`config.mk`:
```
export PLATFORM = sky130hd
export DESIGN_NAME = bsl_cell
export DESIGN_NICKNAME = d
export VERILOG_FILES = /design/src/rtl/bsl_pkg.sv /design/src/rtl/bsl_cell.sv
export SDC_FILE = /design/constraint.sdc
export NUM_CORES = 1
export LEC_CHECK = 0
export ABC_AREA = 1
export BUFFER_PORTS_ARGS = -buffer_cell sky130_fd_sc_hd__clkbuf_2
export CAP_MARGIN = 10
export CORE_UTILIZATION = 51
export CTS_BUF_LIST = sky130_fd_sc_hd__clkbuf_16
export CTS_CLUSTER_SIZE = 24
export DETAILED_ROUTE_END_ITERATION = 6
export PLACE_DENSITY = 0.87
export SYNTH_ARGS = -nofsm -noshare
export SYNTH_HDL_FRONTEND = slang
export SYNTH_SLANG_ARGS = --single-unit
```
`constraint.sdc`:
```
create_clock -name clk -period 3.8 [get_ports clk]
set_clock_uncertainty 0.1 [all_clocks]
set_input_delay 1.14 -clock clk [delete_from_list [all_inputs] [get_ports clk]]
set_output_delay 1.14 -clock clk [all_outputs]
set_load 0.05 [all_outputs]
```
`src/rtl/bsl_pkg.sv`:
```
// Shared constants, codes and the command word for the sequence list cells.
package bsl_pkg;

    localparam int CAPACITY  = 64;
    localparam int KEY_WIDTH = 32;
    localparam int IDX_W     = $clog2(CAPACITY);
    localparam int CNT_W     = $clog2(CAPACITY + 1);
    localparam int POS_W     = 7;
    localparam int CMP_W     = (POS_W > CNT_W) ? POS_W : CNT_W;
    localparam int IN_KEY_W  = 32;
    localparam int OUT_CNT_W = 7;
    localparam int IN_DATA_W = 48;
    localparam int OUT_DATA_W = 48;
    localparam int OPC_W     = 3;

    typedef enum logic [OPC_W-1:0] {
        OPC_PUSH_FRONT = 3'd0,
        OPC_POP_FRONT  = 3'd1,
        OPC_INSERT     = 3'd2,
        OPC_GET        = 3'd3,
        OPC_PUSH_BACK  = 3'd4,
        OPC_POP_BACK   = 3'd5,
        OPC_ROTATE     = 3'd6
    } opc_t;

    typedef enum logic [2:0] {
        CELL_HOLD,
        CELL_INSERT,
        CELL_REMOVE_FRONT,
        CELL_APPEND,
        CELL_ROTATE
    } cell_op_t;

    typedef struct packed {
        cell_op_t                     op;
        logic [CMP_W-1:0]             pos;
        logic [CMP_W-1:0]             count;
        logic signed [KEY_WIDTH-1:0]  key;
    } cell_cmd_t;

endpackage

```
`src/rtl/bsl_cell.sv`:
```
// One storage cell of the list: holds a key and trades it with its neighbours.
module bsl_cell
(
    input  logic                                  clk,
    input  logic                                  rst_n,
    input  logic [bsl_pkg::IDX_W-1:0]             idx,
    input  bsl_pkg::cell_cmd_t                    cmd,
    input  logic signed [bsl_pkg::KEY_WIDTH-1:0]  prev_key,
    input  logic signed [bsl_pkg::KEY_WIDTH-1:0]  next_key,
    input  logic signed [bsl_pkg::KEY_WIDTH-1:0]  head_key,
    output logic signed [bsl_pkg::KEY_WIDTH-1:0]  key,
    output logic                                  order,
    output logic [bsl_pkg::KEY_WIDTH-1:0]         rd_sel
);

    logic signed [bsl_pkg::KEY_WIDTH-1:0] key_reg;
    logic signed [bsl_pkg::KEY_WIDTH-1:0] key_next;
    logic                                 order_reg;
    logic                                 order_next;
    logic [bsl_pkg::CMP_W-1:0]            idx_w;
    logic [bsl_pkg::CMP_W-1:0]            idx_p1;

    assign idx_w  = bsl_pkg::CMP_W'(idx);
    assign idx_p1 = idx_w + bsl_pkg::CMP_W'(1);

    always_comb
    begin
        key_next = key_reg;
        unique case (cmd.op)
            bsl_pkg::CELL_HOLD:
            begin
                key_next = key_reg;
            end
            bsl_pkg::CELL_INSERT:
            begin
                if (idx_w > cmd.pos)
                begin
                    key_next = prev_key;
                end
                else if (idx_w == cmd.pos)
                begin
                    key_next = cmd.key;
                end
            end
            bsl_pkg::CELL_REMOVE_FRONT:
            begin
                key_next = next_key;
            end
            bsl_pkg::CELL_APPEND:
            begin
                if (idx_w == cmd.count)
                begin
                    key_next = cmd.key;
                end
            end
            bsl_pkg::CELL_ROTATE:
            begin
                // The last occupied cell takes the head; the occupied cells before it take their right neighbour.
                if (idx_p1 < cmd.count)
                begin
                    key_next = next_key;
                end
                else if (idx_p1 == cmd.count)
                begin
                    key_next = head_key;
                end
            end
            default:
            begin
                key_next = key_reg;
            end
        endcase
    end

    // A pair that reaches past the last occupied cell never breaks the order.
    assign order_next = (idx_p1 >= cmd.count) || (key_reg < next_key);

    always_ff @(posedge clk)
    begin
        key_reg <= key_next;
    end

    always_ff @(posedge clk or negedge rst_n)
    begin
        if (!rst_n)
        begin
            order_reg <= 1'b1;
        end
        else
        begin
            order_reg <= order_next;
        end
    end

    assign key    = key_reg;
    assign order  = order_reg;
    assign rd_sel = (idx_w == cmd.pos) ? key_reg : '0;

endmodule

```
==> metrics.cfg, run 1 <==
[setup_path]
arrival_ps=2630
critPathRequiredTime_ps=2560
crit_cells=10
crit_family=buffers and inverters
cp_num_buf_inv=6
cp-start-kind=input pin
cpPeakStageDelay_ps=270
path_max_fanout=4
slowest_stage=nand4_1
path_cells=buf_6 -> inv_4 -> ha_4 -> nand4_1 -> inv_1 -> nand4_1 -> buf_4 -> clkbuf_16 -> nor2_4 -> buf_6
crit_type=in -> out
crit_path_end_kind=output port
worst-r2r-cell-count=11

[synthesis]
ys_seq_area_frac=0.226
async_flop_share=0.0303
synth_ff_type=edfxtp_1
yosys.area.top_type_share=0.220
yosysTopAreaCell=edfxtp_1
synth-edff-count=32
ys_top_cells_by_count=inv_1 (133), nand2_1 (130), nand3_1 (74)
syn_area_um2=4370
ys_top_cells_by_area=edfxtp_1 (22%), ha_1 (13%), inv_1 (11%)
synth_seq_cells=33
yosysMostFrequentCell=inv_1
synthCells=650
synth_fp_nets=848
synth_cell_type_count=27
syn_area_per_cell_um2=6.73
yosys_warnings=0

[routing]
drt_iter0_drc=305
via_count=5224
finalWirelength_mm=14.3
drc_errors=0
drt-pass1-iter-count=5
wl_per_cell_um=14.7
routed_via_density=5.36
drtAntennaViolNets=0

[run_status]
violations=setup timing
status=finished with violations

[placed_design]
preCtsSetupSlack_ps=-23.6
port_buffers=217
routabilityCongestion=0.891
placedCellCount=960
hpwl_mm=10.6
placed_cell_area_um2=5640

[cells_and_area]
insertedDiodeCount=0
stdcell_area_um2=6040
final_util=0.732
nets=1067
nFillCells=694
layoutNonFillerInstCount=975
largest_reg_flops=32
drive_gt1_frac=0.341
seq_area_um2=987
multi_input_area_um2=2770
syn2layout_area_growth_pct=38.2

[global_routing]
grt_pass1_vias=4888
grt_pass1_wl_mm=21.9
grt_max_degree=37
antenna_found_initial=0
globalRouteOverflowTotal=0
grt_use_total=0.308

[power_and_ir_drop]
p_int_w=0.00101
power.share.clock=0.214
max-vdd-ir-drop_mv=0.239
p_leak_nw=3.44
netSwitchingFraction=0.428
power_density_nw_per_um2=293
p_sw_w=0.000760
p_seq_frac=0.296
pwr-share-comb=0.490

[clock_tree]
cts_sinks=33
ctsLongestPathBuffers=2
cts_tree=built
cts_max_level=2
root_buffer=clkbuf_16
clk_latency_ps=270
cts_buffers=5
holdBufCountCts=0
clk_pin_slew_worst_paths_ps=50

[die]
die_w_um=94.6
io_pins=218
dieArea_um2=8950
die_h_um=94.6
start_util=0.530
core_um2=8260
row_count=33

[sta]
worstMarginPinSlew_ps=862
final_hold_viol_count=0
maxSlewHeadroom=0.425
finalWorstSetupSlack_ps=-69.4
setup_viol=14
fin_crit_ps=3870
slew_viol_final=0
period_share=1.02
max_freq_mhz=258
rsz0062_at_grt=yes
timing.setup.tns_ps=-263

[hold_path]
min_path_type=in -> async

[flow_run]
max_cap_violations=0

-- layout make-up --
class / instances / share of cell area
multi-input cells: 452 / 0.458
repair buffers: 244 / 0.251
flip-flops and latches: 33 / 0.163
inverters: 133 / 0.0834
well taps: 105 / 0.0217
clock buffers: 5 / 0.0207
clock inverters: 3 / 0.00186
-- final timing paths --
check | endpoint | slack, ps | start
min in group clk | order | 720 | key[30]
worst max-delay path | rd_sel[1] | -70 | cmd[44]
worst min register to register | order | 720 | key[30]
max in group asynchronous | order | 2890 | rst_n
worst max register to register | order | 2030 | key[5]
worst min-delay path | order | 690 | rst_n
-- cells by family after synthesis --
logic type / after synthesis / share of synthesized area
adders and majority gates: 45 / 0.129
DFF: 33 / 0.226
buffers and inverters: 165 / 0.158
and+or+nand+nor: 307 / 0.328
AOI/OAI and AO/OA: 96 / 0.152
xor gates and xnor gates: 4 / 0.00801
-- power groups by stage --
stage                     clock network [W]  logic [W]  registers [W]
after floorplan                           0   0.000404       0.000710
after global placement                    0   0.000826       0.000530
after detailed placement                  0   0.000843       0.000533
after CTS                          0.000383   0.000848       0.000525
after global routing               0.000400   0.000956       0.000532
final                              0.000380   0.000868       0.000526
-- metrics by stage --
| step | total power, W | hold slack (ps) |
|---|---|---|
| floorplan | 0.00111 | 892 |
| global placement | 0.00136 | 688 |
| detailed placement | 0.00138 | 691 |
| CTS | 0.00176 | 689 |
| global route | 0.00189 | 688 |
| finish | 0.00177 | 692 |
-- cells in the final DEF (no fill, tap or decap), types with 11 or more instances in the layout --
cell type and instances:
buf_4 29, nand2_1 129, clkbuf_4 21, a22oi_1 32, clkbuf_2 179, a21oi_1 16, o21ai_1 11, nand3_1 74
edfxtp_1 32, nand2_2 11, nand3b_1 33, nor2_1 42, o21ai_2 22, ha_1 42, inv_1 133
-- what timing repair did --
item | in CTS | in global routing
gates cloned | 0 | 2
setup endpoints to repair | 19 | 32
resized for setup | 19 | 63
buffers inserted | 0 | 5
-- metal layers --
metal  wire length [um]  share of wire  track usage
met4                344          0.024        0.106
met1               5830           0.41        0.381
met2               6970           0.49        0.537
met5                  0              0            0
met3               1150          0.080       0.0507
(Power assumes the default switching activity.)
==> inputs of run 2 (changes only) <==
--- a/config.mk
+++ b/config.mk
@@ -6,8 +6,8 @@
 export NUM_CORES = 1
 export LEC_CHECK = 0
-export ABC_AREA = 1
+export ABC_AREA = 0
 export BUFFER_PORTS_ARGS = -buffer_cell sky130_fd_sc_hd__clkbuf_2
 export CAP_MARGIN = 10
-export CORE_UTILIZATION = 51
+export CORE_UTILIZATION = 48
 export CTS_BUF_LIST = sky130_fd_sc_hd__clkbuf_16
 export CTS_CLUSTER_SIZE = 24
==> constraint.sdc (replaced) <==
create_clock -name clk -period 3.8 [get_ports clk]
set_clock_uncertainty 0.1 [all_clocks]
set_input_delay 1.14 -clock clk [delete_from_list [all_inputs] [get_ports clk]]
set_output_delay 1.14 -clock clk [all_outputs]
set_load 0.01 [all_outputs]
==> metrics.cfg, run 2 <==
[run_status]
status=finished with violations  ; unchanged
violations=DRC, setup timing  ; was setup timing

[setup_path]
crit_family=simple AND/OR/NAND/NOR gates  ; was buffers and inverters
cp_num_buf_inv=3  ; was 6
rr_startpoint=key[29]  ; was key[5]
cp-start-kind=input pin  ; unchanged
path_max_fanout=6  ; was 4
cpPeakStageDelay_ps=380  ; was 270 ps
critPathRequiredTime_ps=2560  ; about the same
arrival_ps=2600  ; was 2630 ps
crit_type=in -> out  ; unchanged
path_cells=clkbuf_2 -> ha_4 -> nand2_4 -> nor3b_2 -> and4_4 -> clkbuf_16 -> and2_4 -> buf_6  ; was buf_6 -> inv_4 -> ha_4 -> nand4_1 -> inv_1 -> nand4_1 -> buf_4 -> clkbuf_16 -> nor2_4 -> buf_6
crit_path_end_kind=output port  ; unchanged
slowest_stage=and4_4  ; was nand4_1
r2r_end=order  ; unchanged
worst-r2r-cell-count=7  ; was 11
r2r_slack_ps=1500  ; was 2030 ps

[die]
dieArea_um2=7920  ; was 8950 um^2
die_h_um=89.0  ; was 94.6 um
row_count=31  ; was 33
die_w_um=89.0  ; was 94.6 um
start_util=0.498  ; was 0.530
core_um2=7290  ; was 8260 um^2
io_pins=218  ; unchanged

[routing]
drt_iter0_drc=317  ; was 305
via_count=4423  ; was 5224
routed_via_density=6.01  ; was 5.36
drtAntennaViolNets=0  ; unchanged
drt-pass1-iter-count=7  ; was 5
drc_errors=1  ; was 0
finalWirelength_mm=13.8  ; was 14.3 mm
wl_per_cell_um=18.7  ; was 14.7 um

[sta]
timing.setup.tns_ps=-273  ; was -263 ps
max_freq_mhz=260  ; was 258 MHz
worstMarginPinSlew_ps=584  ; was 862 ps
final_hold_viol_count=0  ; unchanged
maxSlewHeadroom=0.611  ; was 0.425
rsz0062_at_grt=yes  ; unchanged
slew_viol_final=0  ; unchanged
setup_viol=15  ; was 14
period_share=1.01  ; was 1.02
finalWorstSetupSlack_ps=-45.0  ; was -69.4 ps
fin_crit_ps=3840  ; was 3870 ps

[synthesis]
synth-edff-count=32  ; unchanged
synth_seq_cells=33  ; unchanged
synth_cell_type_count=45  ; was 27
syn_area_um2=3630  ; was 4370 um^2
yosys.area.top_type_share=0.264  ; was 0.220
yosys_warnings=0  ; unchanged
synth_ff_type=edfxtp_1  ; unchanged
yosysMostFrequentCell=inv_1  ; unchanged
synth_fp_nets=618  ; was 848
ys_seq_area_frac=0.272  ; was 0.226
yosysTopAreaCell=edfxtp_1  ; unchanged
ys_top_cells_by_count=inv_1 (48), nand2_1 (47), ha_1 (45)  ; was inv_1 (133), nand2_1 (130), nand3_1 (74)
syn_area_per_cell_um2=8.65  ; was 6.73 um^2
synthCells=420  ; was 650
async_flop_share=0.0303  ; unchanged
ys_top_cells_by_area=edfxtp_1 (26%), ha_1 (15%), a222oi_1 (8.8%)  ; was edfxtp_1 (22%), ha_1 (13%), inv_1 (11%)

[clock_tree]
cts_buffers=5  ; unchanged
cts_sinks=33  ; unchanged
cts_max_level=2  ; unchanged
root_buffer=clkbuf_16  ; unchanged
cts_tree=built  ; unchanged
clk_pin_slew_worst_paths_ps=60  ; was 50 ps
clk_latency_ps=280  ; was 270 ps
ctsLongestPathBuffers=2  ; unchanged

[placed_design]
preCtsSetupSlack_ps=-42.6  ; was -23.6 ps
placedCellCount=722  ; was 960
hpwl_mm=9.76  ; was 10.6 mm
routabilityCongestion=1.05  ; was 0.891
port_buffers=217  ; unchanged

[cells_and_area]
largest_reg_flops=32  ; unchanged
syn2layout_area_growth_pct=52.4  ; was 38.2%
multi_input_area_um2=2500  ; was 2770 um^2
insertedDiodeCount=0  ; unchanged
nFillCells=510  ; was 694
layout_common_cells=clkbuf_2 (182), inv_1 (46), nand2_1 (46), ha_1 (42), nand4_1 (40)  ; was clkbuf_2 (179), inv_1 (133), nand2_1 (129), nand3_1 (74)
final_util=0.759  ; was 0.732
layoutNonFillerInstCount=736  ; was 975
drive_gt1_frac=0.477  ; was 0.341
nets=834  ; was 1067
seq_area_um2=987  ; unchanged
final_common_cell=clkbuf_2  ; unchanged

[power_and_ir_drop]
p_int_w=0.00110  ; was 0.00101 W
netSwitchingFraction=0.314  ; was 0.428
p_leak_nw=2.70  ; was 3.44 nW
p_sw_w=0.000504  ; was 0.000760 W
pwr-share-comb=0.346  ; was 0.490
p_seq_frac=0.323  ; was 0.296
power.share.clock=0.331  ; was 0.214
power_density_nw_per_um2=290  ; was 293 nW/um^2
max-vdd-ir-drop_mv=0.232  ; was 0.239 mV

[global_routing]
grt_pass1_vias=4011  ; was 4888
grt_use_total=0.311  ; was 0.308
grt_pass1_wl_mm=18.5  ; was 21.9 mm
grt_max_degree=39  ; was 37
antenna_found_initial=0  ; unchanged
globalRouteOverflowTotal=0  ; unchanged

[hold_path]
min_path_type=in -> async  ; unchanged

[flow_run]
max_cap_violations=0  ; unchanged

## run 2: changes by cell type after synthesis, moves of 33 or more
cell / before / now
nand3b_1: 33 / 0
and2_1: 0 / 34
nand3_1: 74 / 7
nand2_1: 130 / 47
inv_1: 133 / 48
nor2_1: 45 / 8
## run 2: power groups by stage
stage	logic, W	clock network, W	registers (W)
6_report	0.000555	0.000531	0.000518
5_1_grt	0.000612	0.000548	0.000522
4_1_cts	0.000527	0.000537	0.000513
3_5_place_dp	0.000523	0	0.000520
3_3_place_gp	0.000500	0	0.000517
2_1_floorplan	0.000275	0	0.000527
## run 2: worst max path at each step
| stage | startpoint | end | slack, ps | depth (start not counted) |
|---|---|---|---|---|
| after detailed placement | cmd[42] | rd_sel[14] | -40 | 9 |
| after global routing | idx[4] | rd_sel[24] | -70 | 8 |
| after global placement | cmd[43] | rd_sel[0] | 30 | 9 |
| final | idx[4] | rd_sel[24] | -40 | 8 |
| after CTS | cmd[42] | rd_sel[14] | 10 | 9 |
| after floorplan | idx[3] | key[0] | -120 | 9 |
## run 2: per-stage QoR
stage / cell area, um^2 / power (W) / hold slack, ps
6_report: 5540 / 0.00160 / 692
5_1_grt: 5540 / 0.00168 / 690
4_1_cts: 5090 / 0.00158 / 688
3_5_place_dp: 4890 / 0.00104 / 806
3_3_place_gp: 4890 / 0.00102 / 774
2_1_floorplan: 3670 / 0.000802 / 737
## run 2: final cells by class
class | instances | area share
Multi-Input combinational cell | 310 | 0.451
Sequential cell | 33 | 0.178
Inverter | 48 | 0.0330
Clock inverter | 3 | 0.0117
Clock buffer | 5 | 0.0226
Timing Repair Buffer | 238 | 0.281
Tap cell | 99 | 0.0224
## run 2: logic make-up (layout without fill, tap and decap cells)
| logic type | Yosys count | after routing | share of synthesized area |
|---|---|---|---|
| simple gates | 153 | 153 | 0.232 |
| compound gates | 102 | 102 | 0.226 |
| buf+inv | 77 | 294 | 0.0906 |
| fa+ha+maj | 45 | 45 | 0.155 |
| flops | 33 | 33 | 0.272 |
| xor+xnor | 9 | 9 | 0.0217 |
| mux | 1 | 1 | 0.00310 |
## run 2: what timing repair did
item / 4_1_cts / 5_1_grt
gates resized for setup: 1 / 115
hold buffers: 0 / 0
pin swaps: 1 / 5
endpoints found under the setup margin: 32 / 32
gates cloned: 0 / 4
buffers inserted: 0 / 1
## run 2: worst register-to-register path, cell delays in order (launching register included)
cell and delay [ps]:
edfxtp_1 430, ha_1 350, nand4_1 160, nor4_2 320, nand2_1 160, a211oi_2 280
nor4_2 90, mux2_1 330
## run 2: layer usage
metal | wire length (um) | GRT usage
met1 | 5130 | 0.340
met2 | 7100 | 0.603
met3 | 995 | 0.0471
met4 | 555 | 0.115
met5 | 0 | 0
==> inputs of run 3 (changes only) <==
Settings changed: CORE_MARGIN set to 3.
==> metrics.cfg, run 3 (synthesis results as in run 2) <==
[routing]
via_count=4483  ; was 4423
finalWirelength_mm=14.4  ; was 13.8 mm
wl_per_cell_um=19.6  ; was 18.7 um
drt_iter0_drc=473  ; was 317
drtAntennaViolNets=0  ; unchanged
drc_errors=14  ; was 1
drt-pass1-iter-count=7  ; unchanged
routed.top_layer=met4  ; unchanged
m1WireLength_mm=5.19  ; was 5.13 mm
wl_met2_mm=7.36  ; was 7.10 mm
wl_met3_mm=1.31  ; was 995 um
routed_via_density=6.10  ; was 6.01

[cells_and_area]
final_common_cell=clkbuf_2  ; unchanged
insertedDiodeCount=0  ; unchanged
stdcell_area_um2=5420  ; was 5540 um^2
seq_area_um2=987  ; unchanged
final_util=0.743  ; was 0.759
largest_reg_flops=32  ; unchanged
nets=833  ; was 834
drive_gt1_frac=0.461  ; was 0.477
multi_input_area_um2=2480  ; was 2500 um^2
nFillCells=563  ; was 510
syn2layout_area_growth_pct=49.1  ; was 52.4%
layout_common_cells=clkbuf_2 (188), inv_1 (46), nand2_1 (46), ha_1 (42), nand4_1 (40)  ; was clkbuf_2 (182), inv_1 (46), nand2_1 (46), ha_1 (42), nand4_1 (40)

[power_and_ir_drop]
max-vdd-ir-drop_mv=0.213  ; was 0.232 mV
power_density_nw_per_um2=267  ; was 290 nW/um^2
p_leak_nw=2.66  ; was 2.70 nW

[setup_path]
critPathRequiredTime_ps=2560  ; about the same
path_max_fanout=8  ; was 6
rr_startpoint=key[29]  ; unchanged
crit_path_frequent_cell=buf_6
slowest_stage=and4_4  ; unchanged
crit_type=in -> out  ; unchanged
worst-r2r-cell-count=7  ; unchanged
r2r_end=order  ; unchanged
cpPeakStageDelay_ps=350  ; was 380 ps
arrival_ps=2550  ; was 2600 ps
r2r_slack_ps=1530  ; was 1500 ps
path_cells=buf_6 -> ha_4 -> nand2_4 -> nor3b_4 -> and4_4 -> clkbuf_16 -> and2_4 -> buf_6  ; was clkbuf_2 -> ha_4 -> nand2_4 -> nor3b_2 -> and4_4 -> clkbuf_16 -> and2_4 -> buf_6
cp-start-kind=input pin  ; unchanged
crit_path_end_kind=output port  ; unchanged

[clock_tree]
ctsLongestPathBuffers=2  ; unchanged
cts_max_level=2  ; unchanged
clk_latency_ps=270  ; was 280 ps
clk_pin_slew_worst_paths_ps=50  ; was 60 ps
root_buffer=clkbuf_16  ; unchanged
cts_sinks=33  ; unchanged
cts_buffers=5  ; unchanged
cts_tree=built  ; unchanged

[placed_design]
preCtsSetupSlack_ps=-64.4  ; was -42.6 ps
routabilityCongestion=0.936  ; was 1.05
port_buffers=217  ; unchanged
placed_cell_area_um2=4910  ; was 4890 um^2
hpwl_mm=10.3  ; was 9.76 mm

[sta]
slew_viol_final=0  ; unchanged
timing.setup.tns_ps=0  ; was -273 ps
worstMarginPinSlew_ps=639  ; was 584 ps
maxSlewHeadroom=0.574  ; was 0.611
setup_viol=0  ; was 15
fin_crit_ps=3790  ; was 3840 ps
holdWs_ps=690  ; was 692 ps
finalWorstSetupSlack_ps=13.9  ; was -45.0 ps
max_freq_mhz=264  ; was 260 MHz
final_hold_viol_count=0  ; unchanged
rsz0062_at_grt=yes  ; unchanged
period_share=0.996  ; was 1.01

[global_routing]
grt_use_total=0.283  ; was 0.311
globalRouteOverflowTotal=0  ; unchanged
grt_max_degree=41  ; was 39
antenna_found_initial=0  ; unchanged
grt_pass1_wl_mm=19.5  ; was 18.5 mm
grt_pass1_vias=4154  ; was 4011

[run_status]
violations=DRC  ; was DRC, setup timing
status=finished with violations  ; unchanged

[hold_path]
min_path_type=in -> async  ; unchanged

[die]
start_util=0.498  ; unchanged
dieArea_um2=8650  ; was 7920 um^2
row_count=31  ; unchanged
core_um2=7290  ; unchanged
die_w_um=93.0  ; was 89.0 um
die_h_um=93.0  ; was 89.0 um
io_pins=218  ; unchanged

[flow_run]
max_cap_violations=0  ; unchanged

[run 3: area by class of cell]
type	instances	area share
multi-input combinational	310	0.458
timing repair buffer	237	0.277
sequential	33	0.182
inverter	48	0.0337
clock buffer	5	0.0231
tap	99	0.0229
clock inverter	3	0.00231
[run 3: metal layers]
metal  track usage  vias up
met2         0.536      292
met1         0.313     2081
met4         0.106        0
li1              -     2047
met5             0        -
met3        0.0491       63
[run 3: report_power, final]
part           internal (W)  total, W  switching, W
Clock              0.000237  0.000380      0.000144
Sequential         0.000469  0.000514     0.0000452
Combinational      0.000255  0.000554      0.000299
[run 3: worst max-delay path by stage]
stage | start | to
finish | idx[4] | rd_sel[9]
detailed placement | idx[4] | rd_sel[19]
global route | idx[4] | rd_sel[16]
global placement | cmd[43] | rd_sel[6]
floorplan | idx[3] | key[0]
CTS | idx[4] | rd_sel[14]
[run 3: critical path: cells and delay by family]
family	cells	cell delay (ps)
adders and majority gates	1	270
and+or+nand+nor	4	730
buffers and inverters	3	390
[run 3: through the flow]
| step | instances | total power, W |
|---|---|---|
| after global placement | 723 | 0.00102 |
| after CTS | 731 | 0.00143 |
| final | 735 | 0.00145 |
| after global routing | 735 | 0.00152 |
| after floorplan | 420 | 0.000802 |
| after detailed placement | 723 | 0.00104 |
[run 3: timing repair]
action / CTS / global route
pin swaps: 1 / 8
hold endpoints to repair: 0 / 0
resized for setup: 4 / 86
hold buffers: 0 / 0
endpoints found under the setup margin: 32 / 32
buffers inserted: 0 / 0
cloned: 0 / 4
